[config.mk]
export PLATFORM = sky130hd
export DESIGN_NAME = huf_dpath
export DESIGN_NICKNAME = d
export VERILOG_FILES = /design/src/rtl/huf_pkg.sv /design/src/rtl/huf_dpath.sv
export SDC_FILE = /design/constraint.sdc
export NUM_CORES = 2
export LEC_CHECK = 0
export CAP_MARGIN = 20
export CELL_PAD_IN_SITES_DETAIL_PLACEMENT = 0
export CELL_PAD_IN_SITES_GLOBAL_PLACEMENT = 1
export CORE_AREA = 4 4 580 582
export DETAILED_ROUTE_END_ITERATION = 8
export DIE_AREA = 0 0 584 586
export DONT_BUFFER_PORTS = 1
export PLACE_DENSITY = 0.68
export SLEW_MARGIN = 20
export SYNTH_ARGS = -nofsm -noshare
export SYNTH_HDL_FRONTEND = slang
export SYNTH_SLANG_ARGS = --single-unit
[constraint.sdc]
create_clock -name clk -period 49.5 [get_ports clk]
set_input_delay 4.95 -clock clk [delete_from_list [all_inputs] [get_ports clk]]
set_output_delay 4.95 -clock clk [all_outputs]
set_load 0.05 [all_outputs]
[src/rtl/huf_pkg.sv]
`default_nettype none

package huf_pkg;

  localparam int NUM_SYMBOLS_DEF = 32;

  localparam int FREQ_W   = 32;
  localparam int WSUM_W   = 37;
  localparam int ID_W     = 6;
  localparam int MAXV_W   = 5;
  localparam int TDATA_W  = 56;
  localparam int TUSER_W  = 2;

  localparam logic [MAXV_W-1:0] MAXV_RESET = 5'd31;

  localparam logic KIND_MERGE = 1'b0;
  localparam logic KIND_ROOT  = 1'b1;

  typedef enum logic [0:0] {
    S_LOAD  = 1'b0,
    S_BUILD = 1'b1
  } state_t;

  // Controller to datapath
  typedef struct packed {
    logic            insert_leaf;
    logic            merge;
    logic            root;
    logic            empty;
    logic [ID_W-1:0] new_id;
  } cmd_t;

  // Datapath to controller
  typedef struct packed {
    logic out_free;
  } sts_t;

endpackage

`default_nettype wire

[src/rtl/huf_dpath.sv]
`default_nettype none

module huf_dpath #(
  parameter int NUM_SYMBOLS = huf_pkg::NUM_SYMBOLS_DEF,
  parameter int CNT_W       = $clog2(NUM_SYMBOLS + 1)
) (
  input  wire logic                        clk,
  input  wire logic                        rst,
  input  wire huf_pkg::cmd_t               cmd,
  input  wire logic [CNT_W-1:0]            len,
  input  wire logic [huf_pkg::FREQ_W-1:0]  freq,
  output huf_pkg::sts_t                    sts,
  input  wire logic                        out_ready,
  output logic                             out_valid,
  output logic [huf_pkg::TDATA_W-1:0]      out_data,
  output logic [huf_pkg::TUSER_W-1:0]      out_user,
  output logic                             out_last
);

  // List kept in reverse order: cell 0 holds the lightest, most recent entry.
  logic [huf_pkg::WSUM_W-1:0] cell_w  [NUM_SYMBOLS];
  logic [huf_pkg::ID_W-1:0]   cell_id [NUM_SYMBOLS];
  logic [huf_pkg::WSUM_W-1:0] rem_w   [NUM_SYMBOLS];
  logic [huf_pkg::ID_W-1:0]   rem_id  [NUM_SYMBOLS];
  logic [huf_pkg::WSUM_W-1:0] nxt_w   [NUM_SYMBOLS];
  logic [huf_pkg::ID_W-1:0]   nxt_id  [NUM_SYMBOLS];
  logic [NUM_SYMBOLS-1:0]     lt;

  logic [huf_pkg::WSUM_W-1:0] pair_sum;
  logic [huf_pkg::WSUM_W-1:0] new_w;
  logic [CNT_W-1:0]           rem_len;

  logic                       out_kind, out_empty;
  logic [huf_pkg::ID_W-1:0]   out_parent, out_left, out_right;
  logic [huf_pkg::WSUM_W-1:0] out_wsum;

  assign pair_sum = cell_w[0] + cell_w[1];
  assign new_w    = cmd.merge ? pair_sum : huf_pkg::WSUM_W'(freq);
  assign rem_len  = cmd.merge ? (len - CNT_W'(2)) : len;

  for (genvar i = 0; i < NUM_SYMBOLS; i++) begin : g_cell
    // remaining list after dropping the merged pair
    if (i + 2 < NUM_SYMBOLS) begin : g_rem
      assign rem_w[i]  = cmd.merge ? cell_w[i+2]  : cell_w[i];
      assign rem_id[i] = cmd.merge ? cell_id[i+2] : cell_id[i];
    end else begin : g_rem_end
      assign rem_w[i]  = cell_w[i];
      assign rem_id[i] = cell_id[i];
    end

    assign lt[i] = (CNT_W'(i) < rem_len) && (rem_w[i] < new_w);

    if (i == 0) begin : g_head
      assign nxt_w[i]  = lt[i] ? rem_w[i]  : new_w;
      assign nxt_id[i] = lt[i] ? rem_id[i] : cmd.new_id;
    end else begin : g_body
      assign nxt_w[i]  = lt[i] ? rem_w[i]  : (lt[i-1] ? new_w      : rem_w[i-1]);
      assign nxt_id[i] = lt[i] ? rem_id[i] : (lt[i-1] ? cmd.new_id : rem_id[i-1]);
    end

    always_ff @(posedge clk) begin
      if (cmd.insert_leaf || cmd.merge) begin
        cell_w[i]  <= nxt_w[i];
        cell_id[i] <= nxt_id[i];
      end
    end
  end

  always_ff @(posedge clk) begin
    if (rst) begin
      out_valid <= 1'b0;
    end else if (cmd.merge || cmd.root) begin
      out_valid <= 1'b1;
    end else if (out_ready) begin
      out_valid <= 1'b0;
    end
  end

  always_ff @(posedge clk) begin
    if (cmd.merge) begin
      out_kind   <= huf_pkg::KIND_MERGE;
      out_parent <= cmd.new_id;
      out_left   <= cell_id[1];
      out_right  <= cell_id[0];
      out_wsum   <= pair_sum;
      out_empty  <= 1'b0;
      out_last   <= 1'b0;
    end else if (cmd.root) begin
      out_kind   <= huf_pkg::KIND_ROOT;
      out_parent <= cmd.empty ? '0 : cell_id[0];
      out_left   <= '0;
      out_right  <= '0;
      out_wsum   <= cmd.empty ? '0 : cell_w[0];
      out_empty  <= cmd.empty;
      out_last   <= 1'b1;
    end
  end

  assign out_data = {1'b0, out_wsum, out_right, out_left, out_parent};
  assign out_user = {out_empty, out_kind};
  assign sts.out_free = !out_valid || out_ready;

endmodule

`default_nettype wire

==> run metrics <==
status complete, no violations; crit path time final 15,130 ps; Core Area 330,000 sq um; routability cong. 0.877; RSZ-0062 raised after global routing no; synthesized instance count 11,000; Buffers & Inverters on Critical Path 12; Slew headroom 0.230; Layout area overhead 8.16%; Final period util 0.306; antenna violations before repair 7; Synth area leader edfxtp_1; total track usage 0.192; CTS Root Cell clkbuf_16; Fill cells 32,400; Synth top area share 0.372; Bufs on Longest Clock Path 4; Post-Syn Area 116,000 sq um; num rows 211; CP Class input port to register; largest net degree at the start of global routing 204; layout cells sized above 1 0.184; Max Cap Violations 0; clk_lat worst skew 850 ps; TritonCTS clock tree done; Mapped Nets 12,100; overflow left after global routing 0; Slew Viols, Final 0; Primary FF master, synth edfxtp_1; cts-stage hold buffer count 0; post-cts sizing count 0; setup bufs post-CTS 0; # H-tree levels 4; most instantiated library cell after synthesis edfxtp_1; YS warnings 0; Seq/Total Area, Yosys 0.372; CP Capture Type register; Die X 584 microns; fmax 0.0661 GHz; Worst EP arrival 15,680 ps; die height 586 microns; worst min path class register to register; vias per cell 5.75; Worst path slowest cell buf_4; share of flip-flops with an asynchronous set or reset 0; area of the die 342,000 sq um; Critical Path RT 50,050 ps; cell mode on critical path buf_16; Initial DRC Count 6,861; Cell variety after synth 101; CTS Sinks 1,434; first-pass GRT wire length 523,000 microns; 1st-pass router iterations 6; flops & latches, synth 1,434; Crit path max-delay family buffers and inverters; Fin. Hold Viols 0; Final Setup Violations 0; post-route clock skew 40.0 ps; CP startpoint kind input port; Worst path max stage delay 770 ps; # DRC 0; Clock transition at path regs 60 ps; worst-path maximum fanout 168; worst-margin pin slew 1160 ps; Routed WL 344,000 microns; number of buffers added on ports 0; Layout Cells excl Fill 15,000; I/O pin count 112; number of synthesized flops with an enable pin 1,431; setup TNS 0 ps; HPWL Detailed 250,000 microns; leading post-synthesis cells by instance count edfxtp_1, mux2_2, mux2i_1, ha_1, a21oi_1; routed via count 86,500; Avg Cell Area, Syn 10.5 sq um; vias in the first global route 88,000; cell count after placement 14,700; Num CTS Buffers 181; ANT nets after route 0; starting density of the core 0.350; DR WL/cell 22.9 microns; # nets final 11,700; ranking of synthesized cells by area edfxtp_1, mux2_2, ha_1, mux2i_1, a21oi_1
-- cell families after synthesis --
family / share of synthesized area
adders and majority gates: 0.118
muxes: 0.239
other: 0.0000324
and+or+nand+nor: 0.0858
AOI/OAI and AO/OA: 0.140
DFF: 0.372
buffers and inverters: 0.0408
xor gates and xnor gates: 0.00333
-- layer usage --
metal / global-route usage / share of wire / vias to the layer above
met3: 0.0241 / 0.053 / 447
li1: - / - / 41200
met1: 0.270 / 0.46 / 42700
met5: 0 / 0 / -
met2: 0.311 / 0.46 / 2129
met4: 0.0496 / 0.026 / 0
-- metrics by stage --
| step | utilization | setup WS [ps] | hold slack (ps) | cell area, sq um |
|---|---|---|---|---|
| after floorplan | - | 22410 | 462 | 116000 |
| after global placement | 0.361 | 34240 | 557 | 119000 |
| after detailed placement | 0.362 | 34110 | 577 | 119000 |
| after CTS | 0.378 | 35000 | 591 | 125000 |
| after global routing | 0.379 | 33870 | 603 | 125000 |
| final | 0.379 | 34370 | 585 | 125000 |
-- flip-flops by register name, indices dropped and copies added, names as in the netlist --
register,cells
out_right,6
out_parent,6
out_empty,1
out_wsum,37
cell_id,192
out_left,6
out_kind,1
out_valid,1
cell_w,1184
-- cell type report --
type,instances,area [sq um],area share
diodes,2,5.00,0.0000400
repair buffers,218,1930,0.0155
inverters,196,736,0.00588
multi-input cells,8512,68400,0.547
clock buffers,225,4740,0.0379
well taps,4366,5460,0.0437
clock inverters,85,672,0.00537
flip-flops and latches,1434,43000,0.344
-- cells in the final DEF, fill, tap and decap left out, types with 187 or more instances in the layout --
cell	Yosys	routed
nand2_1	641	637
nor3_1	297	294
nor2_1	666	660
mux2i_1	1209	1208
buf_4	91	201
a21o_1	242	241
edfxtp_1	1431	1431
mux2_2	1379	1379
o31ai_1	187	187
ha_1	1069	1069
o21ai_0	544	519
a21oi_1	969	963
-- worst register-to-register path: cells and delay by family (launching register included) --
kind | cells | cell delay [ps]
compound gates | 11 | 2860
simple gates | 6 | 2120
buf+inv | 4 | 1980
xor+xnor | 1 | 180
mux | 2 | 750
fa+ha+maj | 4 | 1490
flops | 1 | 430
-- path summary, 6_finish.rpt --
| check | from | to | slack (ps) | cells past startpoint |
|---|---|---|---|---|
| worst max-delay path | cmd[8] | cell_w[0][334] | 34370 | 25 |
| worst min-delay path | cell_id[30][0] | cell_id[31][0] | 580 | 1 |
| worst max register to register | cell_w[0][0] | cell_w[0][265] | 39450 | 28 |
| worst min register to register | cell_id[30][0] | cell_id[31][0] | 580 | 1 |
Power is left out: the tool's default activity adds up to more than one toggle a clock period on the data nets, which glitch-free logic cannot reach.
