### src/rtl/huf_pkg.sv
`default_nettype none

package huf_pkg;

  localparam int NUM_SYMBOLS_DEF = 32;

  localparam int FREQ_W   = 32;
  localparam int WSUM_W   = 37;
  localparam int ID_W     = 6;
  localparam int MAXV_W   = 5;
  localparam int TDATA_W  = 56;
  localparam int TUSER_W  = 2;

  localparam logic [MAXV_W-1:0] MAXV_RESET = 5'd31;

  localparam logic KIND_MERGE = 1'b0;
  localparam logic KIND_ROOT  = 1'b1;

  typedef enum logic [0:0] {
    S_LOAD  = 1'b0,
    S_BUILD = 1'b1
  } state_t;

  // Controller to datapath
  typedef struct packed {
    logic            insert_leaf;
    logic            merge;
    logic            root;
    logic            empty;
    logic [ID_W-1:0] new_id;
  } cmd_t;

  // Datapath to controller
  typedef struct packed {
    logic out_free;
  } sts_t;

endpackage

`default_nettype wire

### src/rtl/huf_ctrl.sv
`default_nettype none

module huf_ctrl #(
  parameter int NUM_SYMBOLS = huf_pkg::NUM_SYMBOLS_DEF,
  parameter int SYM_W       = $clog2(NUM_SYMBOLS),
  parameter int CNT_W       = $clog2(NUM_SYMBOLS + 1)
) (
  input  wire logic                      clk,
  input  wire logic                      rst,
  input  wire logic                      cfg_we,
  input  wire logic [huf_pkg::MAXV_W-1:0] cfg_wdata,
  input  wire logic                      in_valid,
  output logic                           in_ready,
  input  wire logic [huf_pkg::FREQ_W-1:0] freq,
  input  wire huf_pkg::sts_t             sts,
  output huf_pkg::cmd_t                  cmd,
  output logic [CNT_W-1:0]               len
);

  localparam int CW = (SYM_W > huf_pkg::MAXV_W) ? SYM_W : huf_pkg::MAXV_W;

  huf_pkg::state_t state, state_next;
  logic [huf_pkg::MAXV_W-1:0] sym_limit;
  logic [SYM_W-1:0] sym_cnt, sym_cnt_next;
  logic [SYM_W-1:0] internal_cnt, internal_cnt_next;
  logic [CNT_W-1:0] len_next;
  logic [CW-1:0] last_sym;
  logic          run_done;
  logic [huf_pkg::ID_W:0] parent_sum;

  always_ff @(posedge clk) begin
    if (rst) begin
      state        <= huf_pkg::S_LOAD;
      sym_limit    <= huf_pkg::MAXV_RESET;
      sym_cnt      <= '0;
      internal_cnt <= '0;
      len          <= '0;
    end else begin
      state        <= state_next;
      sym_cnt      <= sym_cnt_next;
      internal_cnt <= internal_cnt_next;
      len          <= len_next;
      if (cfg_we) begin
        sym_limit <= cfg_wdata;
      end
    end
  end

  assign last_sym = (CW'(sym_limit) > CW'(NUM_SYMBOLS - 1)) ? CW'(NUM_SYMBOLS - 1)
                                                            : CW'(sym_limit);
  assign run_done = CW'(sym_cnt) >= last_sym;
  assign parent_sum = (huf_pkg::ID_W + 1)'(NUM_SYMBOLS)
                    + (huf_pkg::ID_W + 1)'(internal_cnt);

  always_comb begin
    state_next        = state;
    sym_cnt_next      = sym_cnt;
    internal_cnt_next = internal_cnt;
    len_next          = len;
    in_ready          = 1'b0;
    cmd               = '0;
    unique case (state)
      huf_pkg::S_LOAD: begin
        in_ready   = 1'b1;
        cmd.new_id = huf_pkg::ID_W'(sym_cnt);
        if (in_valid) begin
          if (freq != '0 && len < CNT_W'(NUM_SYMBOLS)) begin
            cmd.insert_leaf = 1'b1;
            len_next        = len + CNT_W'(1);
          end
          if (run_done) begin
            sym_cnt_next = '0;
            state_next   = huf_pkg::S_BUILD;
          end else begin
            sym_cnt_next = sym_cnt + SYM_W'(1);
          end
        end
      end
      huf_pkg::S_BUILD: begin
        cmd.new_id = parent_sum[huf_pkg::ID_W-1:0];
        if (sts.out_free) begin
          if (len < CNT_W'(2)) begin
            // one node left, or none at all
            cmd.root          = 1'b1;
            cmd.empty         = (len == '0);
            len_next          = '0;
            internal_cnt_next = '0;
            state_next        = huf_pkg::S_LOAD;
          end else begin
            cmd.merge         = 1'b1;
            len_next          = len - CNT_W'(1);
            internal_cnt_next = internal_cnt + SYM_W'(1);
          end
        end
      end
      default: begin
        state_next = huf_pkg::S_LOAD;
      end
    endcase
  end

  a_merge_needs_two: assert property (@(posedge clk) disable iff (rst)
    cmd.merge |-> len >= CNT_W'(2))
    else $error("merge issued with fewer than two nodes");

  a_root_ends_run: assert property (@(posedge clk) disable iff (rst)
    cmd.root |=> (state == huf_pkg::S_LOAD) && (len == '0) && (internal_cnt == '0))
    else $error("run state not cleared after root record");

  a_out_space: assert property (@(posedge clk) disable iff (rst)
    (cmd.merge || cmd.root) |-> sts.out_free)
    else $error("record issued while output register is held");

  a_node_budget: assert property (@(posedge clk) disable iff (rst)
    (state == huf_pkg::S_BUILD) |-> (int'(internal_cnt) + int'(len)) <= NUM_SYMBOLS)
    else $error("node count exceeds symbol count");

endmodule

`default_nettype wire

### config.mk
export PLATFORM = sky130hd
export DESIGN_NAME = huf_ctrl
export DESIGN_NICKNAME = d
export VERILOG_FILES = /design/src/rtl/huf_pkg.sv /design/src/rtl/huf_ctrl.sv
export SDC_FILE = /design/constraint.sdc
export NUM_CORES = 1
export LEC_CHECK = 0
export ABC_AREA = 0
export BUFFER_PORTS_ARGS = -buffer_cell sky130_fd_sc_hd__buf_2
export CAP_MARGIN = 20
export CORE_ASPECT_RATIO = 0.5
export CORE_MARGIN = 8
export CORE_UTILIZATION = 45
export CTS_CLUSTER_DIAMETER = 200
export DETAILED_ROUTE_END_ITERATION = 12
export PLACE_DENSITY = 0.82
export SLEW_MARGIN = 20
export SYNTH_ARGS = -nofsm -noshare
export SYNTH_HDL_FRONTEND = slang
export SYNTH_SLANG_ARGS = --single-unit
export TNS_END_PERCENT = 100
### constraint.sdc
create_clock -name clk -period 3.9 [get_ports clk]
set_input_delay 0.195 -clock clk [delete_from_list [all_inputs] [get_ports clk]]
set_output_delay 0.195 -clock clk [all_outputs]
set_load 0.05 [all_outputs]
==> impl_summary.txt, run 1 <==
----------------------------------------------------
[STA]
  Tcrit/Tclk final ... 55.1%
  Transition time at the pin with the least slew margin ... 624 ps
  Fin Clk Skew ... 0.737 ps
  Number of endpoints failing setup at the final stage ... 0
  Highest clock frequency the design can meet ... 0.466 GHz
  Final number of hold-violating endpoints ... 0
  Setup repair after global routing missed its margin ... false
  Rel. slew slack ... 58.3%
  Fin. max-slew vios ... 0
  Setup total negative slack ... 0 ps
  Shortest period the worst path allows ... 2150 ps

[CTS]
  Clock insertion delay at the later pin of the skew report ... 260 ps
  Number of buffers created by CTS ... 3
  Maximum level of the CTS H-tree ... 1
  Number of cells upsized or downsized after cts ... 0
  Clock tree from TritonCTS ... built
  Clock slew seen by the registers of the worst setup and hold paths ... 80 ps
  Number of sinks handled by clock tree synthesis ... 22
  Post-CTS Hold Buffers ... 0
  Clock Tree Buf Depth ... 2
  Post-CTS setup repair buffer count ... 0
  Master cell of the clock root buffer ... sky130_fd_sc_hd__clkbuf_8

[Synth]
  Share of synthesized cell area in and, or, nand and nor gates ... 29.7%
  Post-synthesis sequential element count ... 22
  Unique masters post-synth ... 49
  XOR/XNOR share of the synthesized area ... 4.26%
  Multiplexer fraction of the synthesized cell area ... 3.83%
  Fraction of the mapped netlist area in adder cells ... 8.70%
  Compound-gate portion of the synthesized area ... 16.1%
  Share of the yosys chip area belonging to registers ... 30.6%
  Post-synthesis instance area ... 1440 µm²
  Post-synthesis instance total ... 173
  Yosys warning total ... 0
  Per-instance average area after synthesis ... 8.32 µm²
  Mapped Nets ... 225
  Main combinational cell family by area after synthesis ... simple AND/OR/NAND/NOR gates

[Flow run]
  Max-capacitance violation count ... 0

[Critical path]
  Cell breakdown of the critical path ... and2_1, and3_1, buf_2
  Largest stage delay, worst path ... 730 ps
  Reg-to-reg startpoint ... sym_cnt[0]
  Stages on worst setup path ... 3
  WP data arrival ... 1950 ps
  Crit path launch type ... flop
  Kind of critical path ... flop to primary output
  Cell depth of the worst flop-to-flop path ... 7
  Required time at the worst-slack endpoint ... 3700 ps
  Worst reg-to-reg setup slack ... 2050 ps
  Cell with the largest stage delay on the worst path ... sky130_fd_sc_hd__dfxtp_1
  Maximum fanout along the worst path ... 20
  Critical path's top delay family ... flip-flops
  Worst r2r dst ... sym_cnt[1]
  CP endpoint kind ... primary output
  Number of buffers and inverters on the critical path ... 1

[Placement]
  Final RePlAce weighted congestion ... 0.901
  Half-perimeter wire length after placement ... 3.24 mm
  Input/output buffers ... 58

[Die]
  Count of pins on the block boundary ... 59
  Starting density of the core ... between 40 and 50%
  Area of the die ... 5370 µm²
  Row cnt ... 14
  Die H ... 56.0 µm
  Area inside the core boundary ... 3030 µm²
  Die Width ... 96.0 µm

[Pwr]
  Net Switching ... 165 µW
  Clock network power share ... 36.2%
  Combinational power share ... 21.6%
  Total power consumption of the routed design ... 585 µW
  Portion of total power attributed to sequential cells ... 42.2%
  Power density normalized to cell area ... around 320 nW/µm²
  Maximum ir drop on the vdd rail ... 0.157 mV
  Int Power ... 420 µW
  Leakage ... 0.000841 µW
  Switching power as a share of total power ... 28.1%

[Drt]
  Drt first-iter violations ... slightly above 40
  Number of design rule violations left after detail routing ... 0
  DR vias ... 1,482
  Post-detailed-route via-to-cell ratio ... 5.55
  Routed WL ... 4.12 mm
  Antenna viol nets, final ... 0
  Number of iterations in the first detailed-routing pass ... 4
  Average wire length per cell after detail routing ... 15.4 µm

[GRT]
  Grt met3 use ... 3.63%
  Number of global-route vias before repair ... 1,497
  Wire length of the first global-routing pass ... 6.94 mm
  All-layer global routing usage ... around 16%
  Grt ovf ... 0
  Largest net degree at the start of global routing ... 21
  Busiest metal layer after global routing ... met2
  Global routing usage on met2 ... 29.6%
  Antenna violations before repair ... 0
  Global-route met1 utilization ... between 10% and 20%

[Hold path]
  Number of instances on the worst hold path ... 3
  Hold/Removal Path Class ... primary input to flop
  Startpoint of the most critical hold path ... cfg_wdata[4]
  Worst hold endpoint ... sym_limit[4]

[Finish]
  Share of post-route cells with drive strength above 1 ... 33.5%
  Area added between synthesis and finish ... 25.4%
  Most frequent standard cell in the layout excluding fill and tap cells ... sky130_fd_sc_hd__buf_2
  Most used cells in the layout excluding fill and tap cells ... 58 x sky130_fd_sc_hd__buf_2, 22 x sky130_fd_sc_hd__dfxtp_1, 19 x sky130_fd_sc_hd__nand2_1
  Number of diodes added for antenna fixing ... 0
  Post-layout net count ... 280

[Run status]
  Status ... finished clean

----------------------------------------------------
==> power by group through the flow <==
| stage | logic (µW) | clock network, µW | registers, µW |
|---|---|---|---|
| finish | 127 | 212 | 247 |
| global route | 139 | 226 | 248 |
| CTS | 127 | 216 | 246 |
| detailed placement | 125 | 0 | 252 |
| global placement | 121 | 0 | 251 |
| floorplan | 71.5 | 0 | 261 |
==> cells by family (layout without fill, tap and decap cells) <==
family / after synthesis / count (layout)
xor gates and xnor gates: 7 / 7
adders and majority gates: 10 / 10
and+or+nand+nor: 76 / 76
buffers and inverters: 22 / 76
DFF: 22 / 22
muxes: 5 / 5
AOI/OAI and AO/OA: 31 / 31
==> worst reg2reg max path, stage by stage, from the launching register on <==
cell                        delay, ps
sky130_fd_sc_hd__dfxtp_1          420
sky130_fd_sc_hd__inv_1            100
sky130_fd_sc_hd__ha_1             280
sky130_fd_sc_hd__nand2b_1         140
sky130_fd_sc_hd__a21o_1           170
sky130_fd_sc_hd__a21oi_1          250
sky130_fd_sc_hd__o2111ai_1        260
sky130_fd_sc_hd__a21oi_1          170
==> Yosys cell counts (all sizes together) <==
library cell   n  share of area, %
nand4          6               2.6
o21a           1              0.52
and3           1              0.44
and4b          1              0.70
a221o          1              0.70
o22ai          1              0.44
buf            6               2.7
xor2           6               3.7
nor4b          1              0.61
nor2          14               3.7
or2            1              0.44
ha            10               8.7
nor3           5               2.1
o211ai         4               2.1
a21o           1              0.52
dfxtp         22                31
nand2b         2               1.4
xnor2          1              0.61
mux2           4               3.1
o41ai          1              0.61
o21ai          4               1.7
a41oi          2               1.2
nand3          7               2.4
nor2b          1              0.44
clkbuf         2              0.52
and2           2               1.0
a2bb2oi        1               1.0
nand2         19               5.0
o2111ai        2               1.2
a31oi          1              0.44
and2b          1              0.52
or3            2              0.87
a21oi          6               2.1
or4            1              0.52
a221oi         1              0.61
inv           14               3.7
a211o          1              0.61
a311oi         2               1.2
o21bai         1              0.52
o221ai         1              0.61
nor4          12               7.0
mux2i          1              0.70
==> per-stage QoR <==
stage	hold slack (ps)	cells	area [µm²]	util, %	setup WS, ps
finish	143	267	1800	59.5	1750
floorplan	321	173	1440	-	1920
global placement	411	263	1730	57.2	2130
detailed placement	415	263	1730	57.2	2090
global route	156	267	1800	59.5	1620
CTS	139	267	1800	59.5	1780
==> sequential cells by signal (all words and copies together), names as in the netlist <==
signal and flops:
state 1, len 6, internal_cnt 5, sym_limit 5, sym_cnt 5
==> worst max path at each step <==
stage / from / to / slack [ps]
2_1_floorplan: len[2] / cmd[8] / 1920
3_3_place_gp: state / cmd[6] / 2130
3_5_place_dp: state / cmd[6] / 2090
4_1_cts: state / cmd[6] / 1780
5_1_grt: state / cmd[6] / 1620
6_report: state / cmd[6] / 1750
==> cell type report <==
| cell class | count | area [µm²] |
|---|---|---|
| tap | 40 | 50.0 |
| fill | 285 | 1230 |
| sequential | 22 | 440 |
| timing repair buffer | 58 | 290 |
| multi-input combinational | 129 | 900 |
| clock buffer | 3 | 41.3 |
| clock inverter | 1 | 30.0 |
| inverter | 14 | 52.6 |
==> metal layers <==
layer  wire length (µm)  share of wire (%)
met5                  0                  0
met4                 42                1.0
met3                223                5.4
met2               2190                 53
met1               1660                 40
(Power assumes the default switching activity.)
==> inputs of run 2 (changes only) <==
--- a/config.mk
+++ b/config.mk
@@ -10,7 +10,7 @@
 export CAP_MARGIN = 20
 export CORE_ASPECT_RATIO = 0.5
 export CORE_MARGIN = 8
-export CORE_UTILIZATION = 45
+export CORE_UTILIZATION = 43
 export CTS_CLUSTER_DIAMETER = 200
 export DETAILED_ROUTE_END_ITERATION = 12
 export PLACE_DENSITY = 0.82
==> constraint.sdc (replaced) <==
create_clock -name clk -period 1.74 [get_ports clk]
set_input_delay 0.087 -clock clk [delete_from_list [all_inputs] [get_ports clk]]
set_output_delay 0.087 -clock clk [all_outputs]
set_load 0.05 [all_outputs]
==> impl_summary.txt, run 2 (same netlist as run 1, synthesis figures left out) <==
----------------------------------------------------
[Pwr]
  Leakage ... 0.000881 µW (+4.8%)
  Portion of total power attributed to sequential cells ... 41.2% (-1.0 points)
  Combinational power share ... 22.6% (+1.0 points)
  Clock network power share ... 36.2% (about the same)
  Switching power as a share of total power ... 28.8% (+0.68 points)
  Int Power ... 954 µW (+130%)
  Net Switching ... 386 µW (+130%)
  Maximum ir drop on the vdd rail ... 0.339 mV (+120%)
  Power density normalized to cell area ... 712 nW/µm² (+120%)

[Finish]
  Count of filler cells inserted in the layout ... 262 (-8.1%)
  Most frequent standard cell in the layout excluding fill and tap cells ... sky130_fd_sc_hd__buf_2
  Most flop-heavy register ... len
  Number of diodes added for antenna fixing ... 0 (unchanged)
  Flip-flop count of the largest register after layout ... 6 (unchanged)
  Finished Core Util ... 60.7% (+1.2 points)
  Most used cells in the layout excluding fill and tap cells ... 58 x sky130_fd_sc_hd__buf_2, 19 x sky130_fd_sc_hd__nand2_1, 19 x sky130_fd_sc_hd__dfxtp_1
  Share of post-route cells with drive strength above 1 ... 38.9% (+5.4 points)
  Area used by sequential logic in the layout ... 444 µm² (+0.85%)
  Post-layout net count ... 287 (+2.5%)
  Multi-input combinational cell area ... 922 µm² (+2.5%)
  Area added between synthesis and finish ... 30.9%

[STA]
  Tcrit/Tclk final ... between 90% and 100%
  Final number of hold-violating endpoints ... 0 (unchanged)
  Fin. max-slew vios ... 0 (unchanged)
  Setup repair after global routing missed its margin ... false
  Setup total negative slack ... 0 ps (unchanged)
  Worst path setup slack after routing ... 105 ps (-1650 ps)
  Number of endpoints failing setup at the final stage ... 0 (unchanged)
  Rel. slew slack ... 77.8% (+20 points)
  Highest clock frequency the design can meet ... 0.612 GHz
  Shortest period the worst path allows ... roughly 1600 ps
  Fin Clk Skew ... 1.84 ps (+1.11 ps)
  Transition time at the pin with the least slew margin ... 329 ps (-295 ps)

[Critical path]
  Required time at the worst-slack endpoint ... 1650 ps (-2050 ps)
  Crit path launch type ... flop
  Kind of critical path ... flop to primary output
  CP endpoint kind ... primary output
  Maximum fanout along the worst path ... 8 (-60%)
  WP data arrival ... 1550 ps (-400 ps)

[CTS]
  Number of sinks handled by clock tree synthesis ... 22 (unchanged)
  Post-CTS Hold Buffers ... 0 (unchanged)
  Clock tree from TritonCTS ... built
  Clock Tree Buf Depth ... 2 (unchanged)
  Master cell of the clock root buffer ... sky130_fd_sc_hd__clkbuf_8
  Clock insertion delay at the later pin of the skew report ... 270 ps (about the same)
  Number of buffers created by CTS ... 3 (unchanged)
  Maximum level of the CTS H-tree ... 1 (unchanged)
  Clock slew seen by the registers of the worst setup and hold paths ... 80 ps (about the same)

[Drt]
  Number of design rule violations left after detail routing ... 0 (unchanged)
  DR vias ... 1,490 (+0.54%)
  Post-detailed-route via-to-cell ratio ... 5.44 (-2.0%)
  Routed WL ... 4.30 mm (+4.2%)
  Antenna viol nets, final ... 0 (unchanged)
  Number of iterations in the first detailed-routing pass ... 4 (unchanged)
  Average wire length per cell after detail routing ... 15.7 µm (+1.6%)
  Drt first-iter violations ... 86 (+110%)

[Die]
  Starting density of the core ... 46.4% (-1.1 points)
  Die H ... 56.9 µm (+1.6%)
  Row cnt ... 14 (unchanged)
  Die Width ... 97.8 µm (+1.9%)
  Area inside the core boundary ... 3100 µm² (+2.3%)
  Count of pins on the block boundary ... 59 (unchanged)
  Area of the die ... 5570 µm² (+3.6%)

[Placement]
  Final RePlAce weighted congestion ... 0.874 (-3.0%)
  Setup WS pre-CTS ... 73.0 ps (-2010 ps)
  Half-perimeter wire length after placement ... 3.27 mm (+1.1%)
  Input/output buffers ... 58 (unchanged)

[Run status]
  Status ... finished clean

[GRT]
  Wire length of the first global-routing pass ... 7.22 mm (+4.1%)
  All-layer global routing usage ... 15.3% (-0.39 points)
  Antenna violations before repair ... 0 (unchanged)
  Largest net degree at the start of global routing ... 14 (-33%)
  Grt ovf ... 0 (unchanged)
  Number of global-route vias before repair ... 1,577 (+5.3%)

[Flow run]
  Max-capacitance violation count ... 0 (unchanged)

[Hold path]
  Hold/Removal Path Class ... primary input to flop

----------------------------------------------------
[run 2: worst paths after layout]
path	cells past startpoint	slack (ps)	endpoint	startpoint
setup / recovery	4	100	cmd[6]	len[4]
hold / removal	3	30	sym_limit[4]	cfg_wdata[4]
setup reg to reg	8	100	sym_cnt[0]	sym_cnt[0]
hold reg to reg	2	490	sym_limit[3]	sym_limit[3]
[run 2: area by class of cell]
cell class	instances	area share [%]
Clock inverter	1	1.59
Tap cell	40	2.66
Inverter	14	2.79
Timing Repair Buffer	65	18.2
Multi-Input combinational cell	129	49.0
Clock buffer	3	2.19
Sequential cell	22	23.6
[run 2: through the flow]
stage | total power (µW) | instance area, µm² | hold slack [ps] | cells
3_5_place_dp | 852 | 1780 | 309 | 269
3_3_place_gp | 844 | 1780 | 311 | 269
6_report | 1340 | 1880 | 31.3 | 274
4_1_cts | 1340 | 1850 | 28.8 | 273
2_1_floorplan | 746 | 1440 | 213 | 173
5_1_grt | 1410 | 1880 | 43.7 | 274
[run 2: metal layers]
metal | vias to the layer above | global-route usage, % | wire (µm)
met5 | - | 0 | 0
met4 | 0 | 5.48 | 58
met3 | 6 | 3.68 | 203
met2 | 42 | 28.0 | 2220
met1 | 686 | 17.0 | 1820
li1 | 756 | - | -
[run 2: what timing repair did]
| action | 4_1_cts | 5_1_grt |
|---|---|---|
| resized for setup | 0 | 5 |
| buffers inserted | 0 | 1 |
| endpoints found under the setup margin | 0 | 6 |
| hold endpoints to repair | 0 | 0 |
[run 2: worst max-delay path: stages, from the launching register on]
cell and delay, ps:
sky130_fd_sc_hd__dfxtp_1 410, sky130_fd_sc_hd__nor3_2 250, sky130_fd_sc_hd__and2_4 220, sky130_fd_sc_hd__and3_1 150, sky130_fd_sc_hd__buf_2 250
[run 2: power by group through the flow]
stage / clock network [µW] / registers, µW / logic [µW]
2_1_floorplan: 0 / 585 / 161
3_3_place_gp: 0 / 561 / 283
3_5_place_dp: 0 / 563 / 289
4_1_cts: 496 / 552 / 290
5_1_grt: 524 / 556 / 331
6_report: 485 / 552 / 304
==> inputs of run 3 (changes only) <==
--- a/config.mk
+++ b/config.mk
@@ -9,7 +9,6 @@
 export BUFFER_PORTS_ARGS = -buffer_cell sky130_fd_sc_hd__buf_2
 export CAP_MARGIN = 20
 export CORE_ASPECT_RATIO = 0.5
-export CORE_MARGIN = 8
 export CORE_UTILIZATION = 43
 export CTS_CLUSTER_DIAMETER = 200
 export DETAILED_ROUTE_END_ITERATION = 12
==> impl_summary.txt, run 3 (same netlist as run 1, synthesis figures left out) <==
----------------------------------------------------
[Run status]
  Status ... finished clean

[Finish]
  Post-layout net count ... 286 (-0.35%)
  Finished Core Util ... 60.4% (-0.36 points)
  Number of cells in the finished layout apart from fillers ... 273 (-0.36%)
  Most frequent standard cell in the layout excluding fill and tap cells ... sky130_fd_sc_hd__buf_2
  Share of post-route cells with drive strength above 1 ... 38.2% (-0.69 points)
  Count of filler cells inserted in the layout ... 260 (-0.76%)
  Final instance area ... 1870 µm² (-0.60%)
  Area added between synthesis and finish ... 30.1%
  Most used cells in the layout excluding fill and tap cells ... 58 x sky130_fd_sc_hd__buf_2, 19 x sky130_fd_sc_hd__nand2_1, 19 x sky130_fd_sc_hd__dfxtp_1
  Flip-flop count of the largest register after layout ... 6 (unchanged)
  Number of diodes added for antenna fixing ... 0 (unchanged)
  Most flop-heavy register ... len

[Critical path]
  Largest stage delay, worst path ... 390 ps (-20 ps)
  Crit path launch type ... flop
  CP endpoint kind ... primary output
  Cell breakdown of the critical path ... nor3_2, and2_4, and3_1, buf_2
  Maximum fanout along the worst path ... 7 (-1)
  Kind of critical path ... flop to primary output
  Critical path's top delay family ... simple AND/OR/NAND/NOR gates
  Cell with the largest stage delay on the worst path ... sky130_fd_sc_hd__dfxtp_1
  Number of buffers and inverters on the critical path ... 1 (unchanged)
  Required time at the worst-slack endpoint ... 1650 ps (about the same)
  WP data arrival ... 1550 ps (about the same)

[Pwr]
  Maximum ir drop on the vdd rail ... 0.352 mV (+3.6%)
  Leakage ... 0.000877 µW (-0.48%)
  Power density normalized to cell area ... 712 nW/µm² (about the same)

[Die]
  Die Width ... 83.8 µm (-14%)
  Row cnt ... 14 (unchanged)
  Starting density of the core ... 46.4% (unchanged)
  Area inside the core boundary ... 3100 µm² (unchanged)
  Count of pins on the block boundary ... 59 (unchanged)
  Area of the die ... 3600 µm² (-35%)
  Die H ... 42.9 µm (-25%)

[CTS]
  Clock Tree Buf Depth ... 2 (unchanged)
  Post-CTS setup repair buffer count ... 0 (unchanged)
  Clock tree from TritonCTS ... built
  Clock slew seen by the registers of the worst setup and hold paths ... 90 ps (about the same)
  Number of buffers created by CTS ... 3 (unchanged)
  Master cell of the clock root buffer ... sky130_fd_sc_hd__clkbuf_8
  Number of sinks handled by clock tree synthesis ... 22 (unchanged)
  Clock insertion delay at the later pin of the skew report ... 270 ps (about the same)
  Maximum level of the CTS H-tree ... 1 (unchanged)

[Flow run]
  Max-capacitance violation count ... 0 (unchanged)

[Drt]
  Drt first-iter violations ... 71 (-17%)
  DR vias ... 1,480 (-0.67%)
  Number of iterations in the first detailed-routing pass ... 4 (unchanged)
  Post-detailed-route via-to-cell ratio ... 5.42 (-0.31%)
  Antenna viol nets, final ... 0 (unchanged)
  Number of design rule violations left after detail routing ... 0 (unchanged)
  Average wire length per cell after detail routing ... 13.6 µm (-13%)
  Routed WL ... 3.71 mm (-14%)

[GRT]
  Largest net degree at the start of global routing ... 14 (unchanged)
  All-layer global routing usage ... 20.8% (+5.5 points)
  Grt ovf ... 0 (unchanged)
  Wire length of the first global-routing pass ... 5.98 mm (-17%)
  Number of global-route vias before repair ... 1,348 (-15%)
  Antenna violations before repair ... 0 (unchanged)

[STA]
  Shortest period the worst path allows ... 1640 ps (+3.88 ps)
  Transition time at the pin with the least slew margin ... 336 ps (+6.87 ps)
  Worst Hold Slack ... 36.0 ps (+4.63 ps)
  Tcrit/Tclk final ... 94.2% (+0.22 points)
  Setup total negative slack ... 0 ps (unchanged)
  Fin Clk Skew ... 4.92 ps (+3.07 ps)
  Setup repair after global routing missed its margin ... false
  Fin. max-slew vios ... 0 (unchanged)
  Rel. slew slack ... 77.6% (-0.29 points)
  Number of endpoints failing setup at the final stage ... 0 (unchanged)
  Final number of hold-violating endpoints ... 0 (unchanged)
  Highest clock frequency the design can meet ... 0.610 GHz (-0.24%)

[Placement]
  Placed Cells ... 269 (unchanged)
  Input/output buffers ... 58 (unchanged)
  Final RePlAce weighted congestion ... 0.892 (+2.1%)
  Cell Area, Placed ... 1780 µm² (unchanged)
  Half-perimeter wire length after placement ... 2.85 mm (-13%)

[Hold path]
  Hold/Removal Path Class ... primary input to flop

----------------------------------------------------
## run 3: cell count changes in the layout (fill, tap and decap cells not counted)
| cell | delta |
|---|---|
| sky130_fd_sc_hd__a21oi_1 | +1 |
| sky130_fd_sc_hd__a21oi_2 | -1 |
| sky130_fd_sc_hd__buf_4 | -1 |
## run 3: power by group
group          internal (µW)  switching [µW]  total [µW]
clock network            308             180         488
logic                    117             177         294
registers                526            24.9         551
## run 3: repair_timing
item | CTS | global route
endpoints found under the setup margin | 0 | 11
resized for setup | 0 | 4
hold endpoints to repair | 0 | 0
hold buffers | 0 | 0
## run 3: metrics by stage
stage / power, µW / worst slack (ps)
floorplan: 746 / 3.35
global placement: 842 / 167
detailed placement: 851 / 125
CTS: 1340 / 0.00933
global route: 1390 / 36.3
finish: 1330 / 101
## run 3: worst register-to-register path: stages (launching register included)
cell,delay (ps)
sky130_fd_sc_hd__dfxtp_2,370
sky130_fd_sc_hd__inv_1,120
sky130_fd_sc_hd__ha_1,250
sky130_fd_sc_hd__and4b_1,200
sky130_fd_sc_hd__a221o_1,300
sky130_fd_sc_hd__a31oi_1,170
sky130_fd_sc_hd__a221oi_1,100
## run 3: cell type report
class	count	area [µm²]	share of cell area, %
sequential	22	444	23.7
inverter	14	52.6	2.81
clock buffer	3	41.3	2.21
clock inverter	1	30.0	1.60
tap	40	50.0	2.67
timing repair buffer	64	335	17.9
multi-input combinational	129	918	49.1
## run 3: per-layer routing
| metal | global-route usage, % | vias to the layer above | wire length (µm) |
|---|---|---|---|
| met2 | 36.2 | 25 | 1900 |
| met3 | 4.28 | 7 | 109 |
| met1 | 25.9 | 697 | 1650 |
| li1 | - | 751 | - |
| met5 | 0 | - | 0 |
| met4 | 7.59 | 0 | 59 |
## run 3: worst paths after layout
path / to / startpoint / slack (ps) / cells after the start
worst min-delay path: sym_limit[0] / cfg_wdata[0] / 40 / 3
worst max register to register: len[4] / len[0] / 120 / 6
worst min register to register: sym_limit[3] / sym_limit[3] / 490 / 2
worst max-delay path: cmd[6] / len[3] / 100 / 4
